===== src/rtl/core/pvts_pkg.sv =====
`timescale 1ns / 1ps

package pvts_pkg;

    // Sequencer phases
    localparam logic [1:0] PH_NOISE = 2'd0;
    localparam logic [1:0] PH_MOTOR = 2'd1;
    localparam logic [1:0] PH_DONE  = 2'd2;

    // Report kinds
    localparam logic KIND_NOISE = 1'b0;
    localparam logic KIND_MOTOR = 1'b1;

    // Configuration register indexes
    localparam int CFG_IDX_W = 2;
    localparam logic [CFG_IDX_W-1:0] CFG_MOTOR_ON = 2'd0;
    localparam logic [CFG_IDX_W-1:0] CFG_PERIOD   = 2'd1;
    localparam logic [CFG_IDX_W-1:0] CFG_RATIO    = 2'd2;

    // Configuration reset values
    localparam logic [6:0]  RST_MOTOR_ON = 7'd50;
    localparam logic [15:0] RST_PERIOD   = 16'd1000;
    localparam logic [15:0] RST_RATIO    = 16'hFFFF;

    // Tick counter saturates here
    localparam logic [15:0] TICK_MAX = 16'hFFFF;

    // Variance result width and ceiling
    localparam int VAR_W = 37;
    localparam logic [VAR_W-1:0] VAR_MAX = {VAR_W{1'b1}};

    // Depth of the queue between front and back
    localparam int QUEUE_DEPTH = 4;

    typedef logic signed [15:0] sample_t;
    typedef logic [VAR_W-1:0] var_t;

    // Configuration register set
    typedef struct packed {
        logic [6:0]  motor_on_ticks;
        logic [15:0] test_period_ticks;
        logic [15:0] test_ratio;
    } cfg_t;

    // Classified work item handed from front to back
    typedef struct packed {
        sample_t     acc_x;
        sample_t     acc_y;
        sample_t     acc_z;
        logic        accum;
        logic        report;
        logic        kind;
        logic        clear;
        logic        cmd_valid;
        logic [1:0]  motor_select;
        logic [15:0] motor_ratio;
        logic        done;
    } entry_t;

    // Front status
    typedef struct packed {
        logic [1:0] phase;
    } status_t;

endpackage


===== src/rtl/core/pvts_queue.sv =====
`timescale 1ns / 1ps

module pvts_queue (
    input  logic              clk,
    input  logic              rst_n,
    input  logic              push,
    input  pvts_pkg::entry_t  wr_entry,
    input  logic              pop,
    output pvts_pkg::entry_t  rd_entry,
    output logic              not_empty,
    output logic              full
);

    localparam int DEPTH = pvts_pkg::QUEUE_DEPTH;
    localparam int PTR_W = $clog2(DEPTH);
    localparam int CNT_W = $clog2(DEPTH + 1);

    pvts_pkg::entry_t  slot_reg [DEPTH];
    logic [PTR_W-1:0]  wr_ptr_reg, rd_ptr_reg;
    logic [CNT_W-1:0]  count_reg;

    assign not_empty = (count_reg != '0);
    assign full      = (count_reg == CNT_W'(DEPTH));
    assign rd_entry  = slot_reg[rd_ptr_reg];

    // Entry storage
    always_ff @(posedge clk)
    begin
        if (push)
        begin
            slot_reg[wr_ptr_reg] <= wr_entry;
        end
    end

    // Pointers and fill count
    always_ff @(posedge clk or negedge rst_n)
    begin
        if (!rst_n)
        begin
            wr_ptr_reg <= '0;
            rd_ptr_reg <= '0;
            count_reg  <= '0;
        end
        else
        begin
            if (push)
            begin
                wr_ptr_reg <= (wr_ptr_reg == PTR_W'(DEPTH - 1)) ? '0 : wr_ptr_reg + 1'b1;
            end
            if (pop)
            begin
                rd_ptr_reg <= (rd_ptr_reg == PTR_W'(DEPTH - 1)) ? '0 : rd_ptr_reg + 1'b1;
            end
            if (push && !pop)
            begin
                count_reg <= count_reg + 1'b1;
            end
            else if (pop && !push)
            begin
                count_reg <= count_reg - 1'b1;
            end
        end
    end

endmodule


===== config.mk =====
export PLATFORM = sky130hd
export DESIGN_NAME = pvts_queue
export DESIGN_NICKNAME = d
export VERILOG_FILES = /design/src/rtl/core/pvts_pkg.sv /design/src/rtl/core/pvts_queue.sv
export SDC_FILE = /design/constraint.sdc
export NUM_CORES = 1
export LEC_CHECK = 0
export BUFFER_PORTS_ARGS = -buffer_cell sky130_fd_sc_hd__buf_2
export CAP_MARGIN = 15
export CORE_UTILIZATION = 50
export CTS_CLUSTER_DIAMETER = 40
export DETAILED_ROUTE_END_ITERATION = 6
export PLACE_DENSITY = 0.71
export SLEW_MARGIN = 20
export SYNTH_ARGS = -nofsm -noshare
export SYNTH_HDL_FRONTEND = slang
export SYNTH_SLANG_ARGS = --single-unit

===== constraint.sdc =====
create_clock -name clk -period 3.84 [get_ports clk]
set_input_delay 0.576 -clock clk [delete_from_list [all_inputs] [get_ports clk]]
set_output_delay 0.576 -clock clk [all_outputs]
set_load 0.02 [all_outputs]

* Yosys cells after proc, flatten, opt, wreduce, memory -nomap -nowiden
Memories as Yosys holds them, arrays and structs flattened. Index checks and enable logic that the tools add are counted.
Cells by class: add/subtract/negate cells 4, multiplexer cells 6, reduce and logical (&&, ||, !) cells 6, eq/ne operators 3
Operators with widths (count):
- 2-to-1 mux 3 bit | 2
- adder 2 x 1 -> 2 bit (second input constant) | 2
- == test 2 bit (second input constant) | 2
- 2-to-1 mux 2 bit | 2
- adder 3 x 1 -> 3 bit (second input constant) | 1
- == test 3 bit (second input constant) | 1
- nonzero test 3 bit | 1
- subtractor 3 x 1 -> 3 bit (second input constant) | 1
- logical AND 1 bit | 2
- zero test 1 bit | 2
- 2-to-1 mux 1 bit | 2
- nonzero test 2 bit | 1
Storage, ports and cells: input port bits 76, memories kept 1, bits in registers 7, bits in writable memories 288, word-level logic and storage cells 23, output and inout port bits 74
Memories:
- slot_reg | depth 4, bits a word 72, rd ports 1, clocked after memory_dff 0, wr ports 1, RTL line pvts_queue.sv:18 | pvts_pkg::entry_t slot_reg [DEPTH];

* Logic depth before layout (Yosys ltp)
word-level depth 4, mapped depth 7, depth with buffers taken out 7

* Worst setup path before layout
Ideal clock, no wire load.
path type reg2reg, start point register wr_ptr_reg[0], end point memory slot_reg[0][0] (netlist bit) (enable), arrival 2308 ps, data required time 3402 ps, library setup time 438 ps, path slack 1094 ps, clock period less this slack 2746 ps, path buffers 0, stages on the path, launching flop included 4, cell sequence dfrtp_1 > inv_1 > ha_1 > and2_1
RTL lines:
- from (decl) | RTL line pvts_queue.sv:19 | logic [PTR_W-1:0] wr_ptr_reg, rd_ptr_reg;
- from (signal assigned) | RTL line pvts_queue.sv:48 | wr_ptr_reg <= (wr_ptr_reg == PTR_W'(DEPTH - 1)) ? '0 : wr_ptr_reg + 1'b1;
- to (decl) | RTL line pvts_queue.sv:18
Straight into the memory's write port.

==> impl_metrics.toml <==
[setup_path]
startpoint_type = "register"
worst_ep_required_time_ps = 3260
arrival_ps = 2480
crit_chain = "buf_12 -> mux4_2 -> buf_2"
slowest_stage = "dfrtp_4"
crit_type = "register to primary output"
slowest_delay_ps = 820
path_delay_family = "flip-flops"
rr_worst_depth = 4
critPathCaptureType = "primary output"
rr_startpoint = "wr_ptr_reg[0]"
crit_fanout = 37
r2r-end = "slot_reg[0][26]"
crit_buf_inv = 2
rrSetupSlack_ps = 1920

[global_route]
grt_use_total_pct = 17.5
grt_pass1_wl_um = 28600
antenna_found_initial = 1
grt_start_max_net_pins = 75
grt_remaining_overflow = 0
first_global_vias = 5281

[clock_tree]
clk_pin_slew_ps = 60
cts_buffer_depth = 3
cts_buffers = 34
cts_hold_buf = 1
cts_resized = 0
cts_setup_buffers = 0
cts_tree = "done"
clockRootBuffer = "clkbuf_16"
cts_sinks = 295
htree_levels = 2
clk_latency_ps = 490

[finish]
utilization_pct = 61.9
drive_above_1_share_pct = 46.6
fin_cells = 892
nNetsFinal = 673
nFillCells = 1481
syn2layout_area_growth_pct = 20.9
largest_register_ffs = 288

[routing]
viasPerCell = 5.35
wl_per_cell_um = 20.9
drc = 0
vias = 4769
drt_iter0_markers = 255
dr.pass1.iters = 4
wl_um = 18600
drt.antenna.violating_nets = 0

[synthesis]
synth_simple_gate_area_share_pct = 0.532
avgSynthCellArea_um2 = 26.2
synthXorXnorAreaFrac_pct = 0.243
syn_area_um2 = 10800
synth-compound-area-share_pct = 0.0926
syn_inst = 413
synth-seq-area-share_pct = 81.6
ys_ff_latch = 295
synth_top_family_by_area = "multiplexers"
syn_nets = 496
synth.distinct_cells = 18
synth_fa_ha_area_share_pct = 0.880
yosys_warnings = 0
muxShareOfSynthArea_pct = 15.3

[floorplan]
boundaryPins = 150
core_um2 = 21100
die-width_um = 149
rows = 53
dieArea_um2 = 22200
die_h_um = 149
start_util_pct = 51.3

[power]
p_seq_share_pct = 42.4
p_int_uw = 7300
leakage_uw = 0.00451
p_sw_share_pct = 29.8
clockPowerShare_pct = 29.5
powerDensity_nw_per_um2 = 796
p_sw_uw = 3100
p_comb_share_pct = 28.1
peakVddDrop_mv = 0.453

[min_path]
worstHoldEndpoint = "slot_reg[3][44]"
holdCritPathClass = "primary input to register"
whs_path_depth = 1
hp-start = "wr_entry[44]"

[timing]
tightestPinTransition_ps = 683
setup_tns_ps = 0
rsz0062_at_grt = "false"
fin_skew_ps = 14.3
layout_setup_ws_ps = 789
period_share_pct = 79.5
period_needed_ps = 3050
drv_slew = 0
slew_headroom_pct = 54.5
fmax_mhz = 328
finalSetupViolations = 0
hold_viol = 0

[placed_design]
hpwl_um = 10400
numPortBuffers = 149
dp.cells = 824
dp_slack_ps = 1220
place.gp.congestion = 0.674

[run]
maxCapViolations = 0

[run_status]
status = "completed"
per-layer routing:
metal | track usage (%) | share of wire [%] | vias to the layer above
li1 | - | - | 2129
met1 | 22.3 | 42 | 2482
met2 | 29.9 | 52 | 137
met3 | 4.07 | 5.3 | 21
met4 | 5.51 | 1.2 | 0
met5 | 0 | 0 | -
Yosys cell counts:
cell type,count,area share (%)
nor3b_1,1,0.069
mux2_2,3,0.31
inv_1,4,0.14
fa_1,1,0.19
dfrtp_1,7,1.6
buf_6,7,0.73
and2_1,4,0.23
xnor2_1,1,0.081
o21ai_0,2,0.093
mux4_2,72,15
ha_1,6,0.69
edfxtp_1,288,80
nand2_1,2,0.069
buf_2,8,0.37
xor2_1,2,0.16
nor2_1,3,0.10
or3_1,1,0.058
buf_4,1,0.069
stage by stage:
stage | cell area [um^2] | total power, uW | hold WS, ps
floorplan | 10800 | 6530 | 280
global placement | 11800 | 7340 | 418
detailed placement | 11800 | 7410 | 427
CTS | 13000 | 10500 | 270
global route | 13100 | 10900 | 275
finish | 13100 | 10400 | 298
power by group through the flow:
stage	registers (uW)	clock network [uW]	logic (uW)
2_1_floorplan	4310	0	2220
6_report	4410	3070	2920
3_5_place_dp	4610	0	2800
3_3_place_gp	4570	0	2770
4_1_cts	4550	3150	2820
5_1_grt	4480	3270	3120
worst register-to-register path, cell delays in order (launching register included):
cell and delay [ps]:
dfrtp_1 410, inv_1 110, ha_1 150, and2_4 590, buf_12 300
worst max path at each step:
stage	start	endpoint	slack, ps	depth (start not counted)
floorplan	wr_ptr_reg[0]	slot_reg[0][0]	1090	3
global placement	rd_ptr_reg[0]	rd_entry[51]	1230	3
detailed placement	rd_ptr_reg[0]	rd_entry[51]	1220	3
CTS	rd_ptr_reg[0]	rd_entry[51]	700	3
global route	rd_ptr_reg[0]	rd_entry[63]	610	3
finish	rd_ptr_reg[0]	rd_entry[63]	790	3
layout by cell type, fill, tap and decap left out, types with 2 or more instances in the layout:
master,instances
and2_4,4
buf_12,2
buf_16,4
buf_2,149
bufinv_16,2
clkbuf_1,7
clkbuf_16,37
clkinv_1,5
clkinv_2,6
clkinv_4,3
dfrtp_1,5
dfrtp_4,2
edfxtp_1,288
ha_1,6
inv_1,4
mux2_2,3
mux4_2,72
nand2_1,2
nor2_1,3
o21ai_0,2
xor2_1,2
logic make-up (layout without fill, tap and decap cells):
kind of cell / Yosys count / count (layout)
xor gates and xnor gates: 3 / 3
adders and majority gates: 7 / 7
and+or+nand+nor: 11 / 11
buffers and inverters: 20 / 223
AOI/OAI and AO/OA: 2 / 2
muxes: 75 / 75
DFF: 295 / 295
other: 0 / 1
cell type report:
| cell class | count | area [um^2] | area share (%) |
|---|---|---|---|
| well taps | 275 | 344 | 2.63 |
| clock buffers | 44 | 952 | 7.29 |
| clock inverters | 18 | 151 | 1.16 |
| inverters | 4 | 15.0 | 0.115 |
| diodes | 1 | 2.50 | 0.0192 |
| flip-flops and latches | 295 | 8830 | 67.6 |
| repair buffers | 157 | 913 | 6.99 |
| multi-input cells | 98 | 1850 | 14.2 |
(Power assumes the default switching activity.)
