**src/rtl/core/pvts_pkg.sv**
```systemverilog
`timescale 1ns / 1ps

package pvts_pkg;

    // Sequencer phases
    localparam logic [1:0] PH_NOISE = 2'd0;
    localparam logic [1:0] PH_MOTOR = 2'd1;
    localparam logic [1:0] PH_DONE  = 2'd2;

    // Report kinds
    localparam logic KIND_NOISE = 1'b0;
    localparam logic KIND_MOTOR = 1'b1;

    // Configuration register indexes
    localparam int CFG_IDX_W = 2;
    localparam logic [CFG_IDX_W-1:0] CFG_MOTOR_ON = 2'd0;
    localparam logic [CFG_IDX_W-1:0] CFG_PERIOD   = 2'd1;
    localparam logic [CFG_IDX_W-1:0] CFG_RATIO    = 2'd2;

    // Configuration reset values
    localparam logic [6:0]  RST_MOTOR_ON = 7'd50;
    localparam logic [15:0] RST_PERIOD   = 16'd1000;
    localparam logic [15:0] RST_RATIO    = 16'hFFFF;

    // Tick counter saturates here
    localparam logic [15:0] TICK_MAX = 16'hFFFF;

    // Variance result width and ceiling
    localparam int VAR_W = 37;
    localparam logic [VAR_W-1:0] VAR_MAX = {VAR_W{1'b1}};

    // Depth of the queue between front and back
    localparam int QUEUE_DEPTH = 4;

    typedef logic signed [15:0] sample_t;
    typedef logic [VAR_W-1:0] var_t;

    // Configuration register set
    typedef struct packed {
        logic [6:0]  motor_on_ticks;
        logic [15:0] test_period_ticks;
        logic [15:0] test_ratio;
    } cfg_t;

    // Classified work item handed from front to back
    typedef struct packed {
        sample_t     acc_x;
        sample_t     acc_y;
        sample_t     acc_z;
        logic        accum;
        logic        report;
        logic        kind;
        logic        clear;
        logic        cmd_valid;
        logic [1:0]  motor_select;
        logic [15:0] motor_ratio;
        logic        done;
    } entry_t;

    // Front status
    typedef struct packed {
        logic [1:0] phase;
    } status_t;

endpackage

```
**src/rtl/core/pvts_intf.sv**
```systemverilog
`timescale 1ns / 1ps

// Sample channel
interface pvts_in_if;
    logic                 valid;
    logic                 ready;
    logic signed [15:0]   acc_x;
    logic signed [15:0]   acc_y;
    logic signed [15:0]   acc_z;

    modport source (output valid, output acc_x, output acc_y, output acc_z, input ready);
    modport sink   (input valid, input acc_x, input acc_y, input acc_z, output ready);
endinterface


```
**src/rtl/core/pvts_front.sv**
```systemverilog
`timescale 1ns / 1ps

module pvts_front #(
    parameter int WINDOW      = 100,
    parameter int MOTOR_COUNT = 4
) (
    input  logic                clk,
    input  logic                rst_n,
    pvts_in_if.sink             in_ch,
    input  pvts_pkg::cfg_t      cfg,
    input  logic                full,
    output logic                push,
    output pvts_pkg::entry_t    entry,
    output pvts_pkg::status_t   status
);

    localparam logic [15:0] WIN16   = 16'(WINDOW);
    localparam logic [2:0]  MCOUNT3 = 3'(MOTOR_COUNT);

    logic [1:0]  phase_reg, phase_next;
    logic [15:0] tick_reg, tick_next;
    logic [1:0]  motor_reg, motor_next;
    logic [15:0] tick_inc;
    logic [2:0]  motor_inc;

    assign in_ch.ready   = !full;
    assign push          = in_ch.valid && !full;
    assign status.phase  = phase_reg;
    assign motor_inc     = {1'b0, motor_reg} + 3'd1;

    // Classify the sample against the tick schedule
    always_comb
    begin
        phase_next         = phase_reg;
        tick_next          = tick_reg;
        motor_next         = motor_reg;
        tick_inc           = tick_reg;
        entry              = '0;
        entry.acc_x        = in_ch.acc_x;
        entry.acc_y        = in_ch.acc_y;
        entry.acc_z        = in_ch.acc_z;
        case (phase_reg)
            pvts_pkg::PH_NOISE:
            begin
                tick_inc    = tick_reg + 16'd1;
                entry.accum = 1'b1;
                if (tick_inc >= WIN16)
                begin
                    entry.report = 1'b1;
                    entry.kind   = pvts_pkg::KIND_NOISE;
                    entry.clear  = 1'b1;
                    tick_next    = '0;
                    phase_next   = pvts_pkg::PH_MOTOR;
                end
                else
                begin
                    tick_next = tick_inc;
                end
            end
            pvts_pkg::PH_MOTOR:
            begin
                entry.accum = (tick_reg < WIN16);
                tick_inc    = (tick_reg != pvts_pkg::TICK_MAX) ? tick_reg + 16'd1 : tick_reg;
                tick_next   = tick_inc;
                if (tick_inc == 16'd1)
                begin
                    entry.cmd_valid    = 1'b1;
                    entry.motor_select = motor_reg;
                    entry.motor_ratio  = cfg.test_ratio;
                end
                else if (tick_inc == {9'd0, cfg.motor_on_ticks})
                begin
                    entry.cmd_valid    = 1'b1;
                    entry.motor_select = motor_reg;
                end
                else if (tick_inc == WIN16)
                begin
                    entry.report       = 1'b1;
                    entry.kind         = pvts_pkg::KIND_MOTOR;
                    entry.motor_select = motor_reg;
                end
                else if (tick_inc >= cfg.test_period_ticks)
                begin
                    entry.clear = 1'b1;
                    tick_next   = '0;
                    if (motor_inc >= MCOUNT3)
                    begin
                        motor_next = '0;
                        phase_next = pvts_pkg::PH_DONE;
                        entry.done = 1'b1;
                    end
                    else
                    begin
                        motor_next = motor_inc[1:0];
                    end
                end
            end
            default:
            begin
                tick_next = tick_reg;
            end
        endcase
    end

    // Sequencer state advances on each accepted transaction
    always_ff @(posedge clk or negedge rst_n)
    begin
        if (!rst_n)
        begin
            phase_reg <= pvts_pkg::PH_NOISE;
            tick_reg  <= '0;
            motor_reg <= '0;
        end
        else if (push)
        begin
            phase_reg <= phase_next;
            tick_reg  <= tick_next;
            motor_reg <= motor_next;
        end
    end

endmodule

```
**src/flat_wrapper.sv**
```systemverilog
// flat-port wrapper written by rule: the top's interface ports become plain ports
module pvts_front_flat 
#(
    parameter int WINDOW      = 100,
    parameter int MOTOR_COUNT = 4
)
  (clk, rst_n, cfg, full, push, entry, status, in_ch_valid, in_ch_acc_x, in_ch_acc_y, in_ch_acc_z, in_ch_ready);
  pvts_in_if in_ch_i ();
  input  logic clk;
  input  logic rst_n;
  input  pvts_pkg::cfg_t cfg;
  input  logic full;
  output logic push;
  output pvts_pkg::entry_t entry;
  output pvts_pkg::status_t status;
  input wire logic [$bits(in_ch_i.valid)-1:0] in_ch_valid;
  input wire logic [$bits(in_ch_i.acc_x)-1:0] in_ch_acc_x;
  input wire logic [$bits(in_ch_i.acc_y)-1:0] in_ch_acc_y;
  input wire logic [$bits(in_ch_i.acc_z)-1:0] in_ch_acc_z;
  output wire logic [$bits(in_ch_i.ready)-1:0] in_ch_ready;
  assign in_ch_i.valid = in_ch_valid;
  assign in_ch_i.acc_x = in_ch_acc_x;
  assign in_ch_i.acc_y = in_ch_acc_y;
  assign in_ch_i.acc_z = in_ch_acc_z;
  assign in_ch_ready = in_ch_i.ready;
  pvts_front #(.WINDOW(WINDOW), .MOTOR_COUNT(MOTOR_COUNT)) u_core (.clk(clk), .rst_n(rst_n), .in_ch(in_ch_i), .cfg(cfg), .full(full), .push(push), .entry(entry), .status(status));
endmodule
```
**config.mk**
```make
export PLATFORM = sky130hd
export DESIGN_NAME = pvts_front_flat
export DESIGN_NICKNAME = d
export VERILOG_FILES = /design/src/rtl/core/pvts_pkg.sv /design/src/rtl/core/pvts_intf.sv /design/src/rtl/core/pvts_front.sv /design/src/flat_wrapper.sv
export SDC_FILE = /design/constraint.sdc
export NUM_CORES = 1
export LEC_CHECK = 0
export ABC_AREA = 1
export CORE_ASPECT_RATIO = 0.9
export CORE_MARGIN = 2
export CORE_UTILIZATION = 65
export CTS_CLUSTER_SIZE = 14
export DETAILED_ROUTE_END_ITERATION = 7
export DONT_BUFFER_PORTS = 1
export PLACE_DENSITY = 0.81
export RECOVER_POWER = 100
export SYNTH_ARGS = -nofsm -noshare
export SYNTH_HDL_FRONTEND = slang
export SYNTH_SLANG_ARGS = --single-unit
```
**constraint.sdc**
```tcl
create_clock -name clk -period 3.4 [get_ports clk]
set_input_delay 0.17 -clock clk [delete_from_list [all_inputs] [get_ports clk]]
set_output_delay 0.17 -clock clk [all_outputs]
set_load 0.01 [all_outputs]
```
# --- Yosys cells after proc, flatten, opt, wreduce, memory -nomap -nowiden ---
# Index checks and enable logic that the tools add are counted.
totals:
  reg_bits: 20
  input_bits: 91
  output_inout_bits: 76
  word_cells: 63
classes:
  n_addsub: 2
  n_lt_le_gt_ge: 4
  eq_ne: 11
  n_mux: 33
  bitwise_logic: 3
  n_reduce_logical: 7
op_table:
  columns: ["cell", "count"]
  rows:
  - ["16-bit two-way mux", 7]
  - ["16-bit one-hot mux with 2 select lines", 1]
  - ["2-bit two-way mux", 10]
  - ["20-bit two-way mux", 1]
  - ["16-bit by 1-bit adder with 16-bit output (second input constant)", 1]
  - ["16-bit by 1-bit == test with 1-bit output (second input constant)", 1]
  - ["16-bit by 7-bit == test with 1-bit output", 1]
  - ["16-bit by 7-bit == test with 1-bit output (second input constant)", 1]
  - ["16-bit greater-or-equal comparator", 1]
  - ["16-bit by 7-bit greater-or-equal comparator with 1-bit output (second input constant)", 1]
  - ["16-bit by 7-bit < comparator with 1-bit output (second input constant)", 1]
  - ["16-bit != test (second input constant)", 1]
  - ["3-bit two-way mux", 4]
  - ["1-bit two-way mux", 8]
  - ["4-bit one-hot mux with 2 select lines", 1]
  - ["8-bit AND reduction", 1]
  - ["2-bit by 1-bit != test with 1-bit output (second input constant)", 3]
  - ["2-bit != test (second input constant)", 3]
  - ["6-bit AND reduction", 1]
  - ["2-bit one-hot mux with 2 select lines", 1]
  - ["2-bit by 1-bit adder with 3-bit output (second input constant)", 1]
  - ["3-bit greater-or-equal comparator (second input constant)", 1]
  - ["1-bit inverter", 3]
  - ["2-bit by 1-bit == test with 1-bit output (second input constant)", 1]
  - ["5 further kinds", 5]

# --- Longest topological paths before layout ---
depth:
  ltp_word: 8
  mapped_depth: 23

# --- Least setup slack after synthesis ---
# No wires, ideal clock.
synth_path:
  path_kind: "reg2out"
  startpoint: "reg u_core.tick_reg[0]"
  endpoint: "out entry[0] (netlist bit)"
  arrival_time_ns: 2.591
  required_ns: 3.230
  slack_ns: 0.639
  path_stages_with_launch: 21
  path_cell_list: "dfrtp_1 > ha_1 > nand3_2 > inv_2 > nand2_4 > nor2_1 > nand2_1 > inv_1 > nor2_1 > inv_1 > ha_1 > nand2_1 > inv_1 > nand3_1 > nor2_1 > nand3_1 > nand3_1 > nand2_2 > nor2_2 > nand2_1 > nor2_1"
synth_rtl:
  columns: ["element", "line", "source"]
  rows:
  - ["start: declaration", "pvts_front.sv:21", "logic [15:0] tick_reg, tick_next;"]
  - ["start signal: assignment", "pvts_front.sv:117", "tick_reg <= tick_next;"]
  - ["end: declaration", "flat_wrapper.sv:14", "output pvts_pkg::entry_t entry;"]

==> flow_summary.toml <==
[timing]
drv_slew = 0
skew_ps = 6.18
slew_headroom_pct = 27.2
worstMarginPinSlew_ps = 1090
finalHoldViolations = 0
setup_viol = 0
rsz0062_at_grt = "no"
worst_slack_ps = 218
fin_setup_tns_ps = 0
period_minus_slack_ps = 3180
post-route-period-util_pct = 93.6
timing.fmax_mhz = 314

[synthesis]
synth.largest_area_cell = "nand2_1"
synth.most_common_cell = "nand2_1"
synth_top_area_share_pct = 16.5
synth_cell_types = 34
yosys-top-cells-area = "nand2_1 (17%), dfrtp_1 (16%), inv_1 (12%)"
ys.flop_type = "dfrtp_1"
synthArstFlopShare_pct = 100
synth_edf_count = 0
yosysSeqAreaShare_pct = 16.4
synth_nets = 632
synth-seq-cells = 20
synth_commonest_cells = "nand2_1 (134), inv_1 (99), nor2_1 (61)"
ys_warn_count = 0
syn_area_mm2 = 0.00305
syn_inst = 522
syn_area_per_cell_um2 = 5.84

[place]
place.port_buffers = 0
hpwl_um = 6320
pre_cts_ws_ps = 272
routabilityCongestion = 0.929

[clocking]
cts.clk_slew.worst_paths_ps = 90
cts_buffer_depth = 2
clk_latency_ps = 270
cts_tree = "built"
h-tree-depth = 1
cts_root_buffer = "clkbuf_8"
clkSinkCount = 20
cts_made_buffers = 3

[floorplan]
row_count = 23
ios = 167
core_mm2 = 0.00449
die_y_um = 69.0
dieArea_mm2 = 0.00525
initial_core_util_pct = 67.9
die_w_um = 76.2

[grt]
grt_max_degree = 21
antenna_found_initial = 0
gr-usage-all-layers_pct = 29.2
grt_pass1_vias = 2484
overflow = 0
grt_pass1_wl_um = 12100

[layout]
area_growth_pct = -6.69
nets = 588
multiInputGateArea_mm2 = 0.00176
seq_area_um2 = 507
post_route_cells_drive_above_1_share_pct = 10.9
largest_reg_flops = 16
diodes = 0
fill_cells = 452

[setup_path]
slowest_delay_ps = 500
cp_common_cell = "nand2_1"
path_delay_family = "simple AND/OR/NAND/NOR gates"
crit_slowest_cell = "dfrtp_1"
crit_chain = "nand2_1 -> nor2_2 -> nand2_1 -> nor2_1 -> nand2_1 -> nand2_1 -> inv_1 -> nor2_1 -> inv_1 -> ha_1 -> nand4_1 -> nor2_1 -> nand3_1 -> nand3_1 -> nand2_2 -> nor2_4 -> nand2_1 -> nor2_2"
critPathCaptureType = "output port"
crit_arrival_ps = 3010
setup.worst_path.start_class = "flip-flop"
cp.required_ps = 3230
crit_buf_inv = 2
path_class = "reg -> out"
path_max_fanout = 5

[routing]
drtAntennaViolNets = 0
via_per_inst = 5.58
drt_iter0_markers = 342
post-route-drc-count = 0
vias = 3009
routed_wl_um = 7970
drt_first_pass_iters = 5
wl_per_cell_um = 14.8

[run_status]
status = "finished clean"

[pwr]
ir_drop_mv = 0.133
power.density_mw_per_mm2 = 177
p_leak_uw = 0.00180

[run]
cap_violations = 0

[min_path]
hold_path.class = "in -> reg"
[kinds of logic (layout without fill, tap and decap cells)]
logic type,Yosys count,count (layout),synth area share [%]
AND/OR/NAND/NOR,284,284,42.2
adder cells (fa/ha/maj),19,19,7.80
flip-flops,20,20,16.4
buffers and inverters,159,114,26.0
AO/OA/AOI/OAI,39,39,7.23
XOR/XNOR,1,1,0.288
[area by class of cell]
cell class	instances	share of cell area (%)
multi-input combinational	343	62.0
sequential	20	17.8
inverter	104	13.8
tap	62	2.73
clock buffer	4	1.94
timing repair buffer	6	1.67
[power by group]
part	switching (µW)	total (µW)	internal (µW)
Clock	96.9	201	104
Sequential	1.88	241	239
Combinational	40.8	62.1	21.3
[timing repair]
item / CTS / global route
hold endpoints to repair: 20 / 0
pin swaps: 0 / 1
setup endpoints to repair: 1 / 2
resized for setup: 2 / 12
hold buffers: 1 / 0
setup buffers: 0 / 2
[layout by cell type, fill, tap and decap left out, drive strengths merged]
cell         synthesis  final
buf                 51      5
xor2                 1      1
o211ai               1      1
dlygate4sd3          0      1
dfrtp               20     20
nand3               40     40
nor2                74     74
o21bai               1      1
and2                 1      1
nor3                 2      2
o41ai                2      2
or2                  1      1
a31oi                1      1
inv                103    103
clkbuf               4      4
o21ai               16     16
nand4               17     17
clkinv               1      1
nand3b               1      1
nor3b                1      1
ha                  19     19
a21oi               18     18
nand2              147    147
[metrics by stage]
stage	hold slack (ps)	util [%]	total power (µW)	instance area (µm²)	std cells
floorplan	-126	-	348	3050	522
global placement	-125	61.1	299	2740	532
detailed placement	-125	61.1	301	2740	532
CTS	331	62.7	505	2820	537
global route	340	63.3	524	2840	539
finish	339	63.3	503	2840	539
[worst register-to-register path: stages (launching register included)]
cell and delay, ps:
dfrtp_1 500, nand2_1 110, nor2_2 210, nand2_1 100, nor2_1 90, nand2_1 50
nand2_1 120, inv_1 80, nor2_1 90, inv_1 60, ha_1 300, nand4_1 120
nor2_1 150, nand3_1 100, nand3_1 150, nand2_2 100, inv_1 80, nand3_2 290
nand2_1 240, a21oi_2 70
[worst paths after layout]
check / startpoint / endpoint / slack [ps] / cells past startpoint
min in group asynchronous: rst_n / u_core.tick_reg[10] / 540 / 1
min: in_ch_valid / u_core.motor_reg[1] / 340 / 4
min reg2reg: u_core.motor_reg[1] / u_core.motor_reg[1] / 520 / 2
max: u_core.tick_reg[9] / entry[0] / 220 / 18
max in group asynchronous: rst_n / u_core.tick_reg[1] / 2120 / 1
max reg2reg: u_core.tick_reg[9] / u_core.tick_reg[5] / 280 / 19
[per-layer routing]
metal / up-vias / wire length (µm) / global-route usage, %
li1: 1464 / - / -
met1: 1331 / 3450 / 38.8
met2: 181 / 3560 / 48.3
met3: 33 / 705 / 4.43
met4: 0 / 248 / 12.0
met5: - / 0 / 0
Power figures use the tool's default switching activity.
